`src/sv/tst_pkg.sv`:
```
// ----------------------------------------------------------------------------
// tst_pkg
// Shared types, constants and byte tables of the template to script translator
// ----------------------------------------------------------------------------
`default_nettype none

package tst_pkg;

  localparam int unsigned CFG_ADDR_W  = 3;
  localparam int unsigned CHAR_W      = 8;
  localparam int unsigned QUEUE_DEPTH = 2;   // power of two, pointers wrap
  localparam int unsigned QPTR_W      = 1;
  localparam int unsigned QCNT_W      = 2;
  localparam int unsigned STR_W       = 56;

  localparam logic [7:0] CH_LF   = 8'h0A;
  localparam logic [7:0] CH_TAB  = 8'h09;
  localparam logic [7:0] CH_BSL  = 8'h5C;
  localparam logic [7:0] CH_DQ   = 8'h22;
  localparam logic [7:0] CH_HASH = 8'h23;

  // fixed strings, right-justified, first byte highest
  localparam logic [STR_W-1:0] STR_PRINT  = "print \"";
  localparam logic [STR_W-1:0] STR_CLOSE  = "\"; ";
  localparam logic [STR_W-1:0] STR_NL     = "\\n\"\n";
  localparam logic [STR_W-1:0] STR_TAB    = "\\t";
  localparam logic [STR_W-1:0] STR_XOPEN  = "print((";
  localparam logic [STR_W-1:0] STR_XCLOSE = ")); ";
  localparam logic [STR_W-1:0] STR_SEMI   = "; ";
  localparam logic [STR_W-1:0] STR_QUOTE  = "\"";

  typedef enum logic [2:0] {
    REG_BF, REG_BS, REG_EF, REG_ES, REG_XM, REG_CM, REG_LM
  } reg_idx_t;

  typedef enum logic [3:0] {
    M_START, M_HEADER, M_TEXT, M_AFTER_BF, M_AFTER_BEGIN,
    M_SECTION, M_SECTION_EF, M_AFTER_LM, M_CODE_LINE
  } mode_t;

  typedef enum logic [1:0] {Q_LINE_START, Q_AFTER_SECTION, Q_IN_STRING} quote_t;
  typedef enum logic [1:0] {K_STMT, K_EXPR, K_COMMENT} kind_t;
  typedef enum logic [1:0] {ST_RUN, ST_OK, ST_NO_END} status_t;
  typedef enum logic [1:0] {PRE_NONE, PRE_PRINT, PRE_CLOSE} pre_t;
  typedef enum logic [2:0] {
    SUF_NONE, SUF_NL, SUF_TAB, SUF_XOPEN, SUF_XCLOSE, SUF_SEMI, SUF_QUOTE
  } suf_t;

  typedef struct packed {
    logic [7:0] bf;
    logic [7:0] bs;
    logic [7:0] ef;
    logic [7:0] es;
    logic [7:0] xm;
    logic [7:0] cm;
    logic [7:0] lm;
  } cfg_t;

  typedef struct packed {
    mode_t      mode;
    quote_t     quote;
    kind_t      kind;
    logic [1:0] cls;    // bit 0: last byte was end_first, bit 1: newline
  } pstate_t;

  // one request's output: prefix string, up to three bytes, suffix string
  typedef struct packed {
    status_t         status;
    pre_t            pre;
    logic [1:0]      mid_cnt;
    logic [2:0][7:0] mid;
    suf_t            suf;
  } desc_t;

  typedef struct packed {
    logic  valid;
    desc_t desc;
  } qhead_t;

  function automatic logic [7:0] str_byte(logic [STR_W-1:0] s, logic [2:0] n,
                                          logic [2:0] i);
    logic [2:0] pos;
    pos = n - 3'd1 - i;
    return s[{pos, 3'b000} +: 8];
  endfunction

  function automatic logic [2:0] pre_len(pre_t p);
    logic [2:0] n;
    unique case (p)
      PRE_PRINT: n = 3'd7;
      PRE_CLOSE: n = 3'd3;
      default:   n = 3'd0;
    endcase
    return n;
  endfunction

  function automatic logic [2:0] suf_len(suf_t s);
    logic [2:0] n;
    unique case (s)
      SUF_NL:     n = 3'd4;
      SUF_TAB:    n = 3'd2;
      SUF_XOPEN:  n = 3'd7;
      SUF_XCLOSE: n = 3'd4;
      SUF_SEMI:   n = 3'd2;
      SUF_QUOTE:  n = 3'd1;
      default:    n = 3'd0;
    endcase
    return n;
  endfunction

  function automatic logic [7:0] pre_byte(pre_t p, logic [2:0] i);
    logic [7:0] b;
    unique case (p)
      PRE_PRINT: b = str_byte(STR_PRINT, pre_len(p), i);
      PRE_CLOSE: b = str_byte(STR_CLOSE, pre_len(p), i);
      default:   b = 8'd0;
    endcase
    return b;
  endfunction

  function automatic logic [7:0] suf_byte(suf_t s, logic [2:0] i);
    logic [7:0] b;
    unique case (s)
      SUF_NL:     b = str_byte(STR_NL, suf_len(s), i);
      SUF_TAB:    b = str_byte(STR_TAB, suf_len(s), i);
      SUF_XOPEN:  b = str_byte(STR_XOPEN, suf_len(s), i);
      SUF_XCLOSE: b = str_byte(STR_XCLOSE, suf_len(s), i);
      SUF_SEMI:   b = str_byte(STR_SEMI, suf_len(s), i);
      SUF_QUOTE:  b = str_byte(STR_QUOTE, suf_len(s), i);
      default:    b = 8'd0;
    endcase
    return b;
  endfunction

endpackage

`default_nettype wire

```
`src/sv/tst_front.sv`:
```
// ----------------------------------------------------------------------------
// tst_front
// Parser front end: holds the delimiter registers and the parse state, and
// turns each accepted byte into an output descriptor for the queue
// ----------------------------------------------------------------------------
`default_nettype none

module tst_front (
  input  wire logic                            clk,
  input  wire logic                            rst_n,
  input  wire logic                            in_valid,
  input  wire logic [7:0]                      in_char,
  input  wire logic                            in_end,
  output logic                                 in_ready,
  input  wire logic                            cfg_wr_en,
  input  wire logic [tst_pkg::CFG_ADDR_W-1:0]  cfg_addr,
  input  wire logic [7:0]                      cfg_wdata,
  input  wire logic                            q_full,
  output logic                                 q_push,
  output tst_pkg::desc_t                       q_desc
);
  import tst_pkg::*;

  cfg_t    cfg_r;
  pstate_t state_r, state_nxt;
  logic    accept;
  desc_t   d;

  function automatic logic [1:0] class_of(logic [7:0] c, logic [7:0] ef);
    return {c == CH_LF, c == ef};
  endfunction

  function automatic pstate_t text_next(pstate_t s, logic [7:0] c, cfg_t g);
    pstate_t r;
    r = s;
    r.mode = M_TEXT;
    if (c == g.bf) begin
      r.mode = M_AFTER_BF;
    end else if (c == g.lm && s.quote == Q_LINE_START) begin
      r.mode = M_AFTER_LM;
    end else begin
      r.quote = (c == CH_LF) ? Q_LINE_START : Q_IN_STRING;
    end
    return r;
  endfunction

  function automatic pstate_t section_next(pstate_t s, logic [7:0] c, cfg_t g);
    pstate_t r;
    r = s;
    r.mode = M_SECTION;
    if (c == g.ef) begin
      r.mode = M_SECTION_EF;
    end else begin
      r.cls = class_of(c, g.ef);
    end
    return r;
  endfunction

  function automatic pstate_t code_next(pstate_t s, logic [7:0] c);
    pstate_t r;
    r = s;
    if (c == CH_LF) begin
      r.quote = Q_LINE_START;
      r.mode  = M_TEXT;
    end else begin
      r.mode = M_CODE_LINE;
    end
    return r;
  endfunction

  function automatic desc_t add_mid(desc_t x, logic [7:0] b);
    desc_t r;
    r = x;
    r.mid[r.mid_cnt] = b;
    r.mid_cnt = r.mid_cnt + 2'd1;
    return r;
  endfunction

  function automatic desc_t add_plain(desc_t x, logic [7:0] c);
    desc_t r;
    r = x;
    if (c == CH_LF) begin
      r.suf = SUF_NL;
    end else if (c == CH_TAB) begin
      r.suf = SUF_TAB;
    end else if (c == CH_BSL || c == CH_DQ || c == CH_HASH) begin
      r = add_mid(add_mid(r, CH_BSL), c);
    end else begin
      r = add_mid(r, c);
    end
    return r;
  endfunction

  function automatic pre_t open_pre(quote_t q);
    return (q != Q_IN_STRING) ? PRE_PRINT : PRE_NONE;
  endfunction

  function automatic desc_t text_out(desc_t x, pstate_t s, logic [7:0] c, cfg_t g);
    desc_t r;
    r = x;
    if (!(c == g.bf || (c == g.lm && s.quote == Q_LINE_START))) begin
      r.pre = open_pre(s.quote);
      r = add_plain(r, c);
    end
    return r;
  endfunction

  function automatic desc_t section_out(desc_t x, pstate_t s, logic [7:0] c,
                                        cfg_t g);
    desc_t r;
    r = x;
    if (c != g.ef && (c == CH_LF || s.kind != K_COMMENT)) begin
      r = add_mid(r, c);
    end
    return r;
  endfunction

  assign in_ready = !q_full;
  assign accept   = in_valid && !q_full;

  // delimiter registers
  always_ff @(posedge clk) begin
    if (!rst_n) begin
      cfg_r.bf <= 8'd60;
      cfg_r.bs <= 8'd37;
      cfg_r.ef <= 8'd37;
      cfg_r.es <= 8'd62;
      cfg_r.xm <= 8'd61;
      cfg_r.cm <= 8'd35;
      cfg_r.lm <= 8'd37;
    end else if (cfg_wr_en) begin
      unique case (reg_idx_t'(cfg_addr))
        REG_BF:  cfg_r.bf <= cfg_wdata;
        REG_BS:  cfg_r.bs <= cfg_wdata;
        REG_EF:  cfg_r.ef <= cfg_wdata;
        REG_ES:  cfg_r.es <= cfg_wdata;
        REG_XM:  cfg_r.xm <= cfg_wdata;
        REG_CM:  cfg_r.cm <= cfg_wdata;
        REG_LM:  cfg_r.lm <= cfg_wdata;
        default: ;
      endcase
    end
  end

  always_ff @(posedge clk) begin
    if (!rst_n) begin
      state_r <= '{mode: M_START, quote: Q_LINE_START, kind: K_STMT, cls: 2'b00};
    end else if (accept) begin
      state_r <= state_nxt;
    end
  end

  // next parse state
  always_comb begin
    state_nxt = state_r;
    if (in_end) begin
      state_nxt = '{mode: M_START, quote: Q_LINE_START, kind: K_STMT, cls: 2'b00};
    end else begin
      unique case (state_r.mode)
        M_START: begin
          if (in_char == CH_HASH) state_nxt.mode = M_HEADER;
          else state_nxt = text_next(state_r, in_char, cfg_r);
        end
        M_HEADER: begin
          if (in_char == CH_LF) state_nxt.mode = M_TEXT;
        end
        M_AFTER_BF: begin
          if (in_char == cfg_r.bs) begin
            state_nxt.mode = M_AFTER_BEGIN;
          end else begin
            state_nxt.quote = Q_IN_STRING;
            state_nxt = text_next(state_nxt, in_char, cfg_r);
          end
        end
        M_AFTER_BEGIN: begin
          if (in_char == cfg_r.bs) begin
            state_nxt.quote = Q_IN_STRING;
            state_nxt.mode  = M_TEXT;
          end else begin
            state_nxt.cls  = 2'b00;
            state_nxt.mode = M_SECTION;
            if (in_char == cfg_r.cm) begin
              state_nxt.kind = K_COMMENT;
            end else if (in_char == cfg_r.xm) begin
              state_nxt.kind = K_EXPR;
            end else begin
              state_nxt.kind = K_STMT;
              state_nxt = section_next(state_nxt, in_char, cfg_r);
            end
          end
        end
        M_SECTION: state_nxt = section_next(state_r, in_char, cfg_r);
        M_SECTION_EF: begin
          if (in_char == cfg_r.es) begin
            if (state_r.cls[0]) begin
              state_nxt.cls  = class_of(cfg_r.es, cfg_r.ef);
              state_nxt.mode = M_SECTION;
            end else begin
              state_nxt.quote = Q_AFTER_SECTION;
              state_nxt.mode  = M_TEXT;
            end
          end else begin
            state_nxt.cls = class_of(cfg_r.ef, cfg_r.ef);
            state_nxt = section_next(state_nxt, in_char, cfg_r);
          end
        end
        M_AFTER_LM: begin
          if (in_char == cfg_r.lm) begin
            state_nxt.quote = Q_IN_STRING;
            state_nxt.mode  = M_TEXT;
          end else begin
            state_nxt = code_next(state_r, in_char);
          end
        end
        M_CODE_LINE: state_nxt = code_next(state_r, in_char);
        default:     state_nxt = text_next(state_r, in_char, cfg_r);
      endcase
    end
  end

  // output descriptor
  always_comb begin
    d = '0;
    if (in_end) begin
      d.status = ST_OK;
      unique case (state_r.mode) inside
        M_AFTER_BF: begin
          d.pre = open_pre(state_r.quote);
          d = add_mid(d, cfg_r.bf);
          d.suf = SUF_QUOTE;
        end
        M_AFTER_BEGIN, M_SECTION, M_SECTION_EF, M_AFTER_LM, M_CODE_LINE: begin
          d.status = ST_NO_END;
        end
        default: begin
          if (state_r.quote == Q_IN_STRING) d.suf = SUF_QUOTE;
        end
      endcase
    end else begin
      unique case (state_r.mode)
        M_START: begin
          if (in_char != CH_HASH) d = text_out(d, state_r, in_char, cfg_r);
        end
        M_HEADER: begin
          if (in_char == CH_LF) d = add_mid(d, CH_LF);
        end
        M_AFTER_BF: begin
          if (in_char != cfg_r.bs) begin
            d.pre = open_pre(state_r.quote);
            d = add_mid(d, cfg_r.bf);
            // string is open now, so only a fresh begin byte stays silent
            if (in_char != cfg_r.bf) d = add_plain(d, in_char);
          end
        end
        M_AFTER_BEGIN: begin
          if (in_char == cfg_r.bs) begin
            d.pre = open_pre(state_r.quote);
            d = add_mid(add_mid(d, cfg_r.bf), cfg_r.bs);
          end else begin
            d.pre = (state_r.quote == Q_IN_STRING) ? PRE_CLOSE : PRE_NONE;
            if (in_char == cfg_r.cm) begin
              d.suf = SUF_NONE;
            end else if (in_char == cfg_r.xm) begin
              d.suf = SUF_XOPEN;
            end else if (in_char != cfg_r.ef) begin
              d = add_mid(d, in_char);
            end
          end
        end
        M_SECTION: d = section_out(d, state_r, in_char, cfg_r);
        M_SECTION_EF: begin
          if (in_char == cfg_r.es) begin
            if (state_r.cls[0]) begin
              if (state_r.kind != K_COMMENT) d = add_mid(d, cfg_r.es);
            end else if (state_r.kind == K_EXPR) begin
              d.suf = SUF_XCLOSE;
            end else if (state_r.kind == K_STMT && !state_r.cls[1]) begin
              d.suf = SUF_SEMI;
            end
          end else begin
            if (state_r.kind != K_COMMENT) d = add_mid(d, cfg_r.ef);
            d = section_out(d, state_r, in_char, cfg_r);
          end
        end
        M_AFTER_LM: begin
          if (in_char == cfg_r.lm) d.pre = open_pre(state_r.quote);
          d = add_mid(d, in_char);
        end
        M_CODE_LINE: d = add_mid(d, in_char);
        default:     d = text_out(d, state_r, in_char, cfg_r);
      endcase
    end
  end

  // silent bytes leave nothing for the back end
  assign q_push = accept && (d.status != ST_RUN || d.pre != PRE_NONE ||
                             d.mid_cnt != 2'd0 || d.suf != SUF_NONE);
  assign q_desc = d;

endmodule

`default_nettype wire

```
`src/sv/tst_queue.sv`:
```
// ----------------------------------------------------------------------------
// tst_queue
// Two-entry descriptor queue between the parser and the byte emitter
// ----------------------------------------------------------------------------
`default_nettype none

module tst_queue (
  input  wire logic           clk,
  input  wire logic           rst_n,
  input  wire logic           push,
  input  wire tst_pkg::desc_t push_desc,
  input  wire logic           pop,
  output logic                full,
  output tst_pkg::qhead_t     head
);
  import tst_pkg::*;

  desc_t             entry_r [QUEUE_DEPTH];
  logic [QPTR_W-1:0] wr_ptr_r;
  logic [QPTR_W-1:0] rd_ptr_r;
  logic [QCNT_W-1:0] cnt_r;
  logic              do_pop;

  assign full       = (cnt_r == QCNT_W'(QUEUE_DEPTH));
  assign head.valid = (cnt_r != '0);
  assign head.desc  = entry_r[rd_ptr_r];
  assign do_pop     = pop && head.valid;

  always_ff @(posedge clk) begin
    if (push) entry_r[wr_ptr_r] <= push_desc;
  end

  always_ff @(posedge clk) begin
    if (!rst_n) begin
      wr_ptr_r <= '0;
      rd_ptr_r <= '0;
      cnt_r    <= '0;
    end else begin
      if (push)   wr_ptr_r <= wr_ptr_r + QPTR_W'(1);
      if (do_pop) rd_ptr_r <= rd_ptr_r + QPTR_W'(1);
      if (push && !do_pop)      cnt_r <= cnt_r + QCNT_W'(1);
      else if (!push && do_pop) cnt_r <= cnt_r - QCNT_W'(1);
    end
  end

endmodule

`default_nettype wire

```
`src/sv/tst_back.sv`:
```
// ----------------------------------------------------------------------------
// tst_back
// Byte emitter: while out_ready does not stall it, walks the head descriptor one
// script byte per cycle into the output register
// ----------------------------------------------------------------------------
`default_nettype none

module tst_back (
  input  wire logic            clk,
  input  wire logic            rst_n,
  input  wire tst_pkg::qhead_t head,
  output logic                 q_pop,
  output logic                 out_valid,
  input  wire logic            out_ready,
  output logic [7:0]           out_char,
  output logic                 out_char_valid,
  output logic                 out_last,
  output tst_pkg::status_t     out_status
);
  import tst_pkg::*;

  logic [3:0] idx_r;
  logic       out_valid_r;
  logic [7:0] out_char_r;
  logic       out_char_valid_r;
  logic       out_last_r;
  status_t    out_status_r;

  logic [2:0] pl;
  logic [2:0] sl;
  logic [4:0] mid_end;
  logic [4:0] total;
  logic [4:0] idx_ext;
  logic [4:0] moff;
  logic [4:0] soff;
  logic [7:0] byte_sel;
  logic       is_null;
  logic       is_last;
  logic       load;

  assign pl      = pre_len(head.desc.pre);
  assign sl      = suf_len(head.desc.suf);
  assign mid_end = 5'(pl) + 5'(head.desc.mid_cnt);
  assign total   = mid_end + 5'(sl);
  assign idx_ext = 5'(idx_r);
  assign moff    = idx_ext - 5'(pl);
  assign soff    = idx_ext - mid_end;
  assign is_null = (total == 5'd0);
  assign is_last = is_null || (idx_ext + 5'd1 == total);
  assign load    = !out_valid_r || out_ready;
  assign q_pop   = load && head.valid && is_last;

  always_comb begin
    if (idx_ext < 5'(pl)) begin
      byte_sel = pre_byte(head.desc.pre, idx_r[2:0]);
    end else if (idx_ext < mid_end) begin
      byte_sel = head.desc.mid[moff[1:0]];
    end else begin
      byte_sel = suf_byte(head.desc.suf, soff[2:0]);
    end
  end

  always_ff @(posedge clk) begin
    if (!rst_n) begin
      out_valid_r <= 1'b0;
      idx_r       <= '0;
    end else if (load) begin
      out_valid_r <= head.valid;
      if (head.valid) idx_r <= is_last ? 4'd0 : idx_r + 4'd1;
    end
  end

  always_ff @(posedge clk) begin
    if (load && head.valid) begin
      out_char_r       <= is_null ? 8'd0 : byte_sel;
      out_char_valid_r <= !is_null;
      out_last_r       <= is_last;
      out_status_r     <= head.desc.status;
    end
  end

  assign out_valid      = out_valid_r;
  assign out_char       = out_char_r;
  assign out_char_valid = out_char_valid_r;
  assign out_last       = out_last_r;
  assign out_status     = out_status_r;

endmodule

`default_nettype wire

```
`src/sv/template_to_script_translator.sv`:
```
// ----------------------------------------------------------------------------
// template_to_script_translator
// Streams template bytes in and script bytes out
// ----------------------------------------------------------------------------
// Each input request is one template byte, or an end marker on tlast. The
// parser takes one request per cycle while its two-entry descriptor queue has
// room; a byte that emits nothing is not queued. The emitter sends one script
// byte per cycle while out_tready does not stall it; a request yields up to 12
// script bytes (an end marker with no bytes gives one empty result with tuser
// low). Plain text inside an open string gives one output byte per input byte;
// line starts, line ends, escapes and section delimiters give more. The end
// marker reports status and returns the parse state to its reset value;
// delimiter registers keep their values.
`default_nettype none

module template_to_script_translator (
  input  wire logic                            clk,
  input  wire logic                            rst_n,
  input  wire logic                            in_tvalid,
  output logic                                 in_tready,
  input  wire logic [7:0]                      in_tdata,   // [7:0] in_char
  input  wire logic                            in_tlast,   // end_of_input
  output logic                                 out_tvalid,
  input  wire logic                            out_tready,
  output logic [15:0]                          out_tdata,  // [7:0] out_char, [9:8] status
  output logic                                 out_tuser,  // [0] char_valid
  output logic                                 out_tlast,  // last
  input  wire logic                            cfg_wr_en,
  input  wire logic [tst_pkg::CFG_ADDR_W-1:0]  cfg_addr,
  input  wire logic [7:0]                      cfg_wdata
);
  import tst_pkg::*;

  logic    q_push;
  logic    q_pop;
  logic    q_full;
  desc_t   q_desc;
  qhead_t  q_head;
  logic [7:0] o_char;
  status_t o_status;

  tst_front u_front (
    .clk       (clk),
    .rst_n     (rst_n),
    .in_valid  (in_tvalid),
    .in_char   (in_tdata),
    .in_end    (in_tlast),
    .in_ready  (in_tready),
    .cfg_wr_en (cfg_wr_en),
    .cfg_addr  (cfg_addr),
    .cfg_wdata (cfg_wdata),
    .q_full    (q_full),
    .q_push    (q_push),
    .q_desc    (q_desc)
  );

  tst_queue u_queue (
    .clk       (clk),
    .rst_n     (rst_n),
    .push      (q_push),
    .push_desc (q_desc),
    .pop       (q_pop),
    .full      (q_full),
    .head      (q_head)
  );

  tst_back u_back (
    .clk            (clk),
    .rst_n          (rst_n),
    .head           (q_head),
    .q_pop          (q_pop),
    .out_valid      (out_tvalid),
    .out_ready      (out_tready),
    .out_char       (o_char),
    .out_char_valid (out_tuser),
    .out_last       (out_tlast),
    .out_status     (o_status)
  );

  assign out_tdata = {6'd0, o_status, o_char};

endmodule

`default_nettype wire

```
`config.mk`:
```
export PLATFORM = sky130hd
export DESIGN_NAME = template_to_script_translator
export DESIGN_NICKNAME = d
export VERILOG_FILES = /design/src/sv/tst_pkg.sv /design/src/sv/tst_front.sv /design/src/sv/tst_queue.sv /design/src/sv/tst_back.sv /design/src/sv/template_to_script_translator.sv
export SDC_FILE = /design/constraint.sdc
export NUM_CORES = 1
export LEC_CHECK = 0
export ABC_AREA = 1
export ABC_CLOCK_PERIOD_IN_PS = 4500
export BUFFER_PORTS_ARGS = -buffer_cell sky130_fd_sc_hd__buf_2
export CAP_MARGIN = 20
export CORE_MARGIN = 2
export CORE_UTILIZATION = 45
export CTS_CLUSTER_SIZE = 8
export DETAILED_ROUTE_END_ITERATION = 10
export GPL_ROUTABILITY_DRIVEN = 1
export PLACE_DENSITY = 0.63
export SYNTH_ARGS = -nofsm -noshare
export SYNTH_HDL_FRONTEND = slang
export SYNTH_SLANG_ARGS = --single-unit
```
`constraint.sdc`:
```
create_clock -name clk -period 4.5 [get_ports clk]
set_input_delay 0.9 -clock clk [delete_from_list [all_inputs] [get_ports clk]]
set_output_delay 0.9 -clock clk [all_outputs]
set_load 0.02 [all_outputs]
```
Word-level counts from Yosys, hierarchy flattened
Memory sizes are Yosys's and may differ from the RTL's. A register that Yosys moved wholly into a read port is not among the register bits.
Index checks and enable logic that the tools add are counted.
- flip-flop bits (word level): 87
- bits in latches: 0
- memory bits (writable): 66
- bits in read-only memories: 0
- input port bits: 25
- output and inout bits: 20
- word-level logic and storage cells: 297
- memories: 1
- memories (memory ; words ; bits a word ; rd ports ; clocked after Yosys merged registers in ; write ports ; RTL line ; source):
    u_queue.entry_r ; 2 ; 33 ; 1 ; 1 ; 1 ; tst_queue.sv:18 ; desc_t entry_r [QUEUE_DEPTH];
- $add $sub $neg: 27
- multiply operators: 0
- divide/modulo/power cells: 0
- $lt $le $gt $ge: 5
- equal/unequal tests: 63
- shift operators: 8
- mux-type cells: 117
- bitwise operators: 0
- reductions and logical operators: 55
- operators by type and width (operator ; count):
    $shiftx 56x7->8 const A ; 8
    $pmux 33 s8 ; 1
    $mux 33 ; 6
    $mux 28 ; 6
    $mux 26 ; 4
    $mux 3 ; 34
    $mux 29 ; 3
    $mux 25 ; 3
    $eq 8x8->1 ; 8
    $mux 30 ; 2
    $pmux 6 s8 ; 1
    $pmux 8 s6 ; 1
    $mux 6 ; 7
    $mux 2 ; 19
    $eq 8x4->1 const B ; 4
    $mux 8 ; 4
    $pmux 4 s8 ; 1
    $mux 31 ; 1
    $mux 4 ; 7
    $mux 27 ; 1
    $sub 3x3->3 ; 9
    $bwmux 24 ; 1
    $ne 8x8->1 ; 3
    $sub 3x1->3 const B ; 8
    52 further kinds ; 133

Logic depth before layout (Yosys ltp)
- word-level depth: 23
- depth in mapped cells: 27
- mapped depth without buffers: 26

Hierarchy
Synthesis repeated with hierarchy kept, for this count alone.
- cell total of the unflattened synthesis: 1300
- area total of the unflattened synthesis: 10147.2 um^2
- modules (own cells, without submodules) (module ; instances ; cells each ; area an instance (um^2) ; sequential area each (um^2)):
    tst_front ; 1 ; 843 ; 5212.5 ; 1321.3
    tst_queue ; 1 ; 139 ; 2772.7 ; 2082.0
    tst_back ; 1 ; 311 ; 2113.3 ; 460.4
    template_to_script_translator ; 1 ; 7 ; 48.8 ; 0.0

Least setup slack after synthesis
No wires, ideal clock.
- kind: register to register
- from: reg with a tool-made name
- to: reg u_queue.cnt_r[1]
- library setup time: 0.122 ns
- arrival: 4.416 ns
- required time: 4.378 ns
- slack: -0.038 ns
- stages on the path, launching flop included: 26
- path buffers: 3
- clock period less this slack: 4.538 ns
- cells stage by stage: dfxtp_1 buf_2 inv_1 buf_2 clkbuf_1 or2_2 o21ai_0 inv_1 ha_1 inv_1 ha_1 inv_1 fa_1 inv_1 fa_1 xor2_1 xor2_1 nor3_1 nand3_1 nand2_1 nand2_1 ha_1 a21oi_1 o21ai_0 o21ai_0 a21oi_1
- RTL lines (element ; RTL line ; source):
    to (signal assigned) ; tst_queue.sv:41 ; if (push && !do_pop) cnt_r <= cnt_r + QCNT_W'(1);
    to (signal assigned) ; tst_queue.sv:42 ; else if (!push && do_pop) cnt_r <= cnt_r - QCNT_W'(1);
    to (decl) ; tst_queue.sv:21 ; logic [QCNT_W-1:0] cnt_r;

==> metrics.txt <==
# TYPE chip_impl_metric gauge
chip_impl_info{name="run_status",value="complete, no violations"} 1
chip_impl_info{name="mostFrequentLayoutCell",value="nand2_1"} 1
chip_impl_metric{name="syn_area_per_cell",unit="sq um"} 7.50
chip_impl_metric{name="netlist_area",unit="sq mm"} 0.00979
chip_impl_metric{name="relSlewSlack",unit=""} 0.548
chip_impl_metric{name="final-setup-viol-count",unit=""} 0
chip_impl_metric{name="dp_worst_setup_slack",unit="ns"} 0.0424
chip_impl_info{name="grt_setup_unrepaired",value="false"} 1
chip_impl_info{name="most_used_cells_in_the_layout_excluding_fill_and_tap_cells",value="nand2_1 (303), nor2_1 (145), inv_1 (143), o21ai_0 (105), edfxtp_1 (78)"} 1
chip_impl_metric{name="die_h",unit="microns"} 152
chip_impl_metric{name="area_growth",unit="%"} 12.0
chip_impl_metric{name="final.setup_skew",unit="ns"} 0.0188
chip_impl_metric{name="routedWlPerCell",unit="microns"} 17.2
chip_impl_metric{name="die_width",unit="microns"} 152
chip_impl_metric{name="grt_pass1_vias",unit=""} 8530
chip_impl_metric{name="clk_transition_reported_paths",unit="ns"} 0.06
chip_impl_metric{name="fp.coreArea",unit="sq mm"} 0.0212
chip_impl_info{name="cts_tree",value="built"} 1
chip_impl_metric{name="biggest_fanout_along_the_worst_timing_path",unit=""} 6
chip_impl_metric{name="max_cap_viol_count",unit=""} 0
chip_impl_metric{name="grt_util_all_layers",unit=""} 0.258
chip_impl_metric{name="worst_slack",unit="ns"} 0.348
chip_impl_metric{name="initial_core_util",unit=""} 0.462
chip_impl_metric{name="filler_cell_count",unit=""} 2131
chip_impl_metric{name="yosys_register_bits",unit=""} 154
chip_impl_metric{name="synth_edf_count",unit=""} 78
chip_impl_metric{name="first_iter_violations",unit=""} 761
chip_impl_metric{name="critPathArrivalTime",unit="ns"} 4.46
chip_impl_metric{name="antenna_violation_net_count_after_detailed_routing",unit=""} 0
chip_impl_metric{name="number_of_sinks_handled_by_clock_tree_synthesis",unit=""} 154
chip_impl_metric{name="total_power",unit="uW"} 5910
chip_impl_info{name="startpoint_type",value="flop"} 1
chip_impl_metric{name="async_reset_ff_frac",unit=""} 0
chip_impl_metric{name="final_nets",unit=""} 1406
chip_impl_metric{name="post-route-min-period",unit="ns"} 4.15
chip_impl_metric{name="post_route_cells_drive_above_1_share",unit=""} 0.135
chip_impl_metric{name="numPortBuffers",unit=""} 38
chip_impl_metric{name="synthesis.yosys.warnings",unit=""} 0
chip_impl_metric{name="worstMarginPinSlew",unit="ns"} 0.675
chip_impl_metric{name="multi_input_area",unit="sq mm"} 0.00518
chip_impl_metric{name="drt_pass1_iterations",unit=""} 5
chip_impl_metric{name="post-route-drc-count",unit=""} 0
chip_impl_metric{name="routed_wirelength",unit="microns"} 28200
chip_impl_metric{name="placer_s_final_routability_congestion_estimate",unit=""} 0.937
chip_impl_metric{name="cts_buffer_count",unit=""} 17
chip_impl_info{name="cts.root.buffer_cell",value="clkbuf_16"} 1
chip_impl_metric{name="grt_antenna_before_repair",unit=""} 0
chip_impl_metric{name="fin_crit_sh",unit=""} 0.923
chip_impl_metric{name="htree_levels",unit=""} 4
chip_impl_metric{name="viasPerCell",unit=""} 5.43
chip_impl_metric{name="clk_latency",unit="ns"} 0.44
chip_impl_metric{name="clockBufferDepth",unit=""} 2
chip_impl_metric{name="grt_first_pass_wirelength",unit="microns"} 45300
chip_impl_info{name="type_of_the_worst_setup_path",value="flop to flop"} 1
chip_impl_metric{name="ff_latch_area",unit="sq mm"} 0.00386
chip_impl_metric{name="ys_types",unit=""} 52
chip_impl_metric{name="powerDensity",unit="mW/mm^2"} 539
chip_impl_info{name="setup.worst_path.end_class",value="flop"} 1
chip_impl_metric{name="rows",unit=""} 53
chip_impl_metric{name="irDropWorstVdd",unit="uV"} 307
chip_impl_metric{name="critPathRequiredTime",unit="ns"} 4.81
chip_impl_metric{name="total_negative_setup_slack",unit="ns"} 0
chip_impl_metric{name="max_freq",unit="MHz"} 241
chip_impl_metric{name="dpl_wire_length",unit="microns"} 20800
chip_impl_metric{name="floorplan.io_pins",unit=""} 45
chip_impl_metric{name="synthCells",unit=""} 1306
chip_impl_metric{name="dr_total_vias",unit=""} 8874
chip_impl_info{name="primary_flip_flop_cell_chosen_by_synthesis_mapping",value="edfxtp_1"} 1
chip_impl_metric{name="sum_of_overflow_across_all_layers_after_global_routing",unit=""} 0
chip_impl_metric{name="grt_max_degree",unit=""} 57
chip_impl_info{name="hold_path_class",value="flop to flop"} 1
chip_impl_metric{name="antenna_cells_inserted",unit=""} 0
chip_impl_metric{name="total_leakage_power",unit="uW"} 0.00473
chip_impl_metric{name="floorplan.die_area",unit="sq mm"} 0.0230
chip_impl_metric{name="utilization",unit=""} 0.517
chip_impl_metric{name="synth_sequential_area_ratio",unit=""} 0.394
chip_impl_metric{name="report.final.slew_viol_count",unit=""} 0
chip_impl_metric{name="finalHoldViolCount",unit=""} 0
[layout make-up]
type / count / share of cell area
tap: 275 / 0.0314
multi-input combinational: 955 / 0.472
timing repair buffer: 55 / 0.0313
inverter: 164 / 0.0561
sequential: 154 / 0.352
clock inverter: 9 / 0.00879
clock buffer: 23 / 0.0476
[state kept, by name, summed over array words and instances (netlist names), named ones only]
| signal | flops |
|---|---|
| u_queue.rd_ptr_r | 1 |
| u_front.cfg_r | 56 |
| u_queue.wr_ptr_r | 1 |
| u_back.out_char_valid | 1 |
| u_back.out_status | 2 |
| u_back.idx_r | 4 |
| u_back.out_char | 8 |
| u_back.out_last | 1 |
| u_queue.cnt_r | 2 |
| u_back.out_valid | 1 |
| u_front.state_r | 10 |
| u_queue.entry_r | 66 |
[per-stage QoR]
step	hold slack [ns]	instance area, sq um	instances
after floorplan	0.444	9820	1313
after global placement	0.457	10300	1602
after detailed placement	0.465	10300	1602
after CTS	0.476	10900	1634
after global routing	0.498	11000	1635
final	0.476	11000	1635
[where the power goes]
group	internal, uW	switching, uW	leakage (uW)
Clock	886	603	0.000306
Sequential	1720	75.6	0.00137
Combinational	901	1730	0.00305
Total	3500	2400	0.00473
[cell families after synthesis]
logic type	after synthesis	synth area share
compound gates	269	0.161
xor+xnor	41	0.0367
fa+ha+maj	34	0.0465
buf+inv	204	0.0860
flops	154	0.394
other cells	1	0.000383
simple gates	603	0.275
[final timing paths]
kind / slack, ns / to / cells after the start / from
max: 0.35 / u_queue.cnt_r[1] / 22 / flop
min: 0.48 / u_front.cfg_r[6] / 2 / u_front.cfg_r[6]
max reg2reg: 0.35 / u_queue.cnt_r[1] / 22 / flop
min reg2reg: 0.48 / u_front.cfg_r[6] / 2 / u_front.cfg_r[6]
[repair_timing]
| action | 4_1_cts | 5_1_grt |
|---|---|---|
| buffers inserted | 0 | 1 |
| pin swaps | 0 | 1 |
| hold buffers | 0 | 0 |
| gates resized for setup | 2 | 11 |
| cloned | 0 | 0 |
| setup endpoints to repair | 1 | 2 |
[synth_stat cells, drive strengths merged, types with 2 or more instances]
| cell | number | share of area |
|---|---|---|
| nand2 | 328 | 0.13 |
| nor2 | 167 | 0.074 |
| inv | 160 | 0.061 |
| o21ai | 115 | 0.060 |
| edfxtp | 78 | 0.24 |
| dfxtp | 76 | 0.16 |
| a21oi | 72 | 0.039 |
| nand3 | 62 | 0.039 |
| o211ai | 32 | 0.025 |
| xnor2 | 31 | 0.028 |
| ha | 30 | 0.038 |
| buf | 22 | 0.016 |
| clkbuf | 18 | 0.0069 |
| nor3 | 17 | 0.0092 |
| o22ai | 15 | 0.0096 |
| nand4 | 14 | 0.0096 |
| xor2 | 10 | 0.0089 |
| nor4 | 8 | 0.0051 |
| o221ai | 6 | 0.0054 |
| or2 | 6 | 0.0038 |
| a211oi | 5 | 0.0038 |
| a22oi | 5 | 0.0038 |
| a31oi | 5 | 0.0032 |
| clkinv | 4 | 0.0015 |
| fa | 4 | 0.0082 |
| o31ai | 4 | 0.0031 |
| o2111ai | 3 | 0.0027 |
| a41oi | 2 | 0.0018 |
[worst max-delay path, cell delays in order, from the launching register on]
cell and delay (ns):
dfxtp_2 0.36, inv_1 0.09, or2_2 0.27, o21ai_0 0.11, inv_1 0.12, ha_4 0.25
inv_2 0.11, ha_2 0.19, inv_1 0.06, fa_2 0.56, inv_1 0.08, fa_2 0.40
xor2_2 0.20, xor2_1 0.14, nor3_1 0.13, nand3_1 0.11, nand2_2 0.11, nand2_1 0.11
ha_4 0.24, a21oi_1 0.10, o21ai_1 0.09, o21ai_1 0.14, a21oi_1 0.06
[per-layer routing]
| metal | track usage | routed length, microns | vias up |
|---|---|---|---|
| li1 | - | - | 4420 |
| met5 | 0 | 0 | - |
| met3 | 0.0356 | 1230 | 54 |
| met4 | 0.105 | 910 | 0 |
| met1 | 0.341 | 12800 | 4133 |
| met2 | 0.428 | 13200 | 267 |
(Power assumes the default switching activity.)
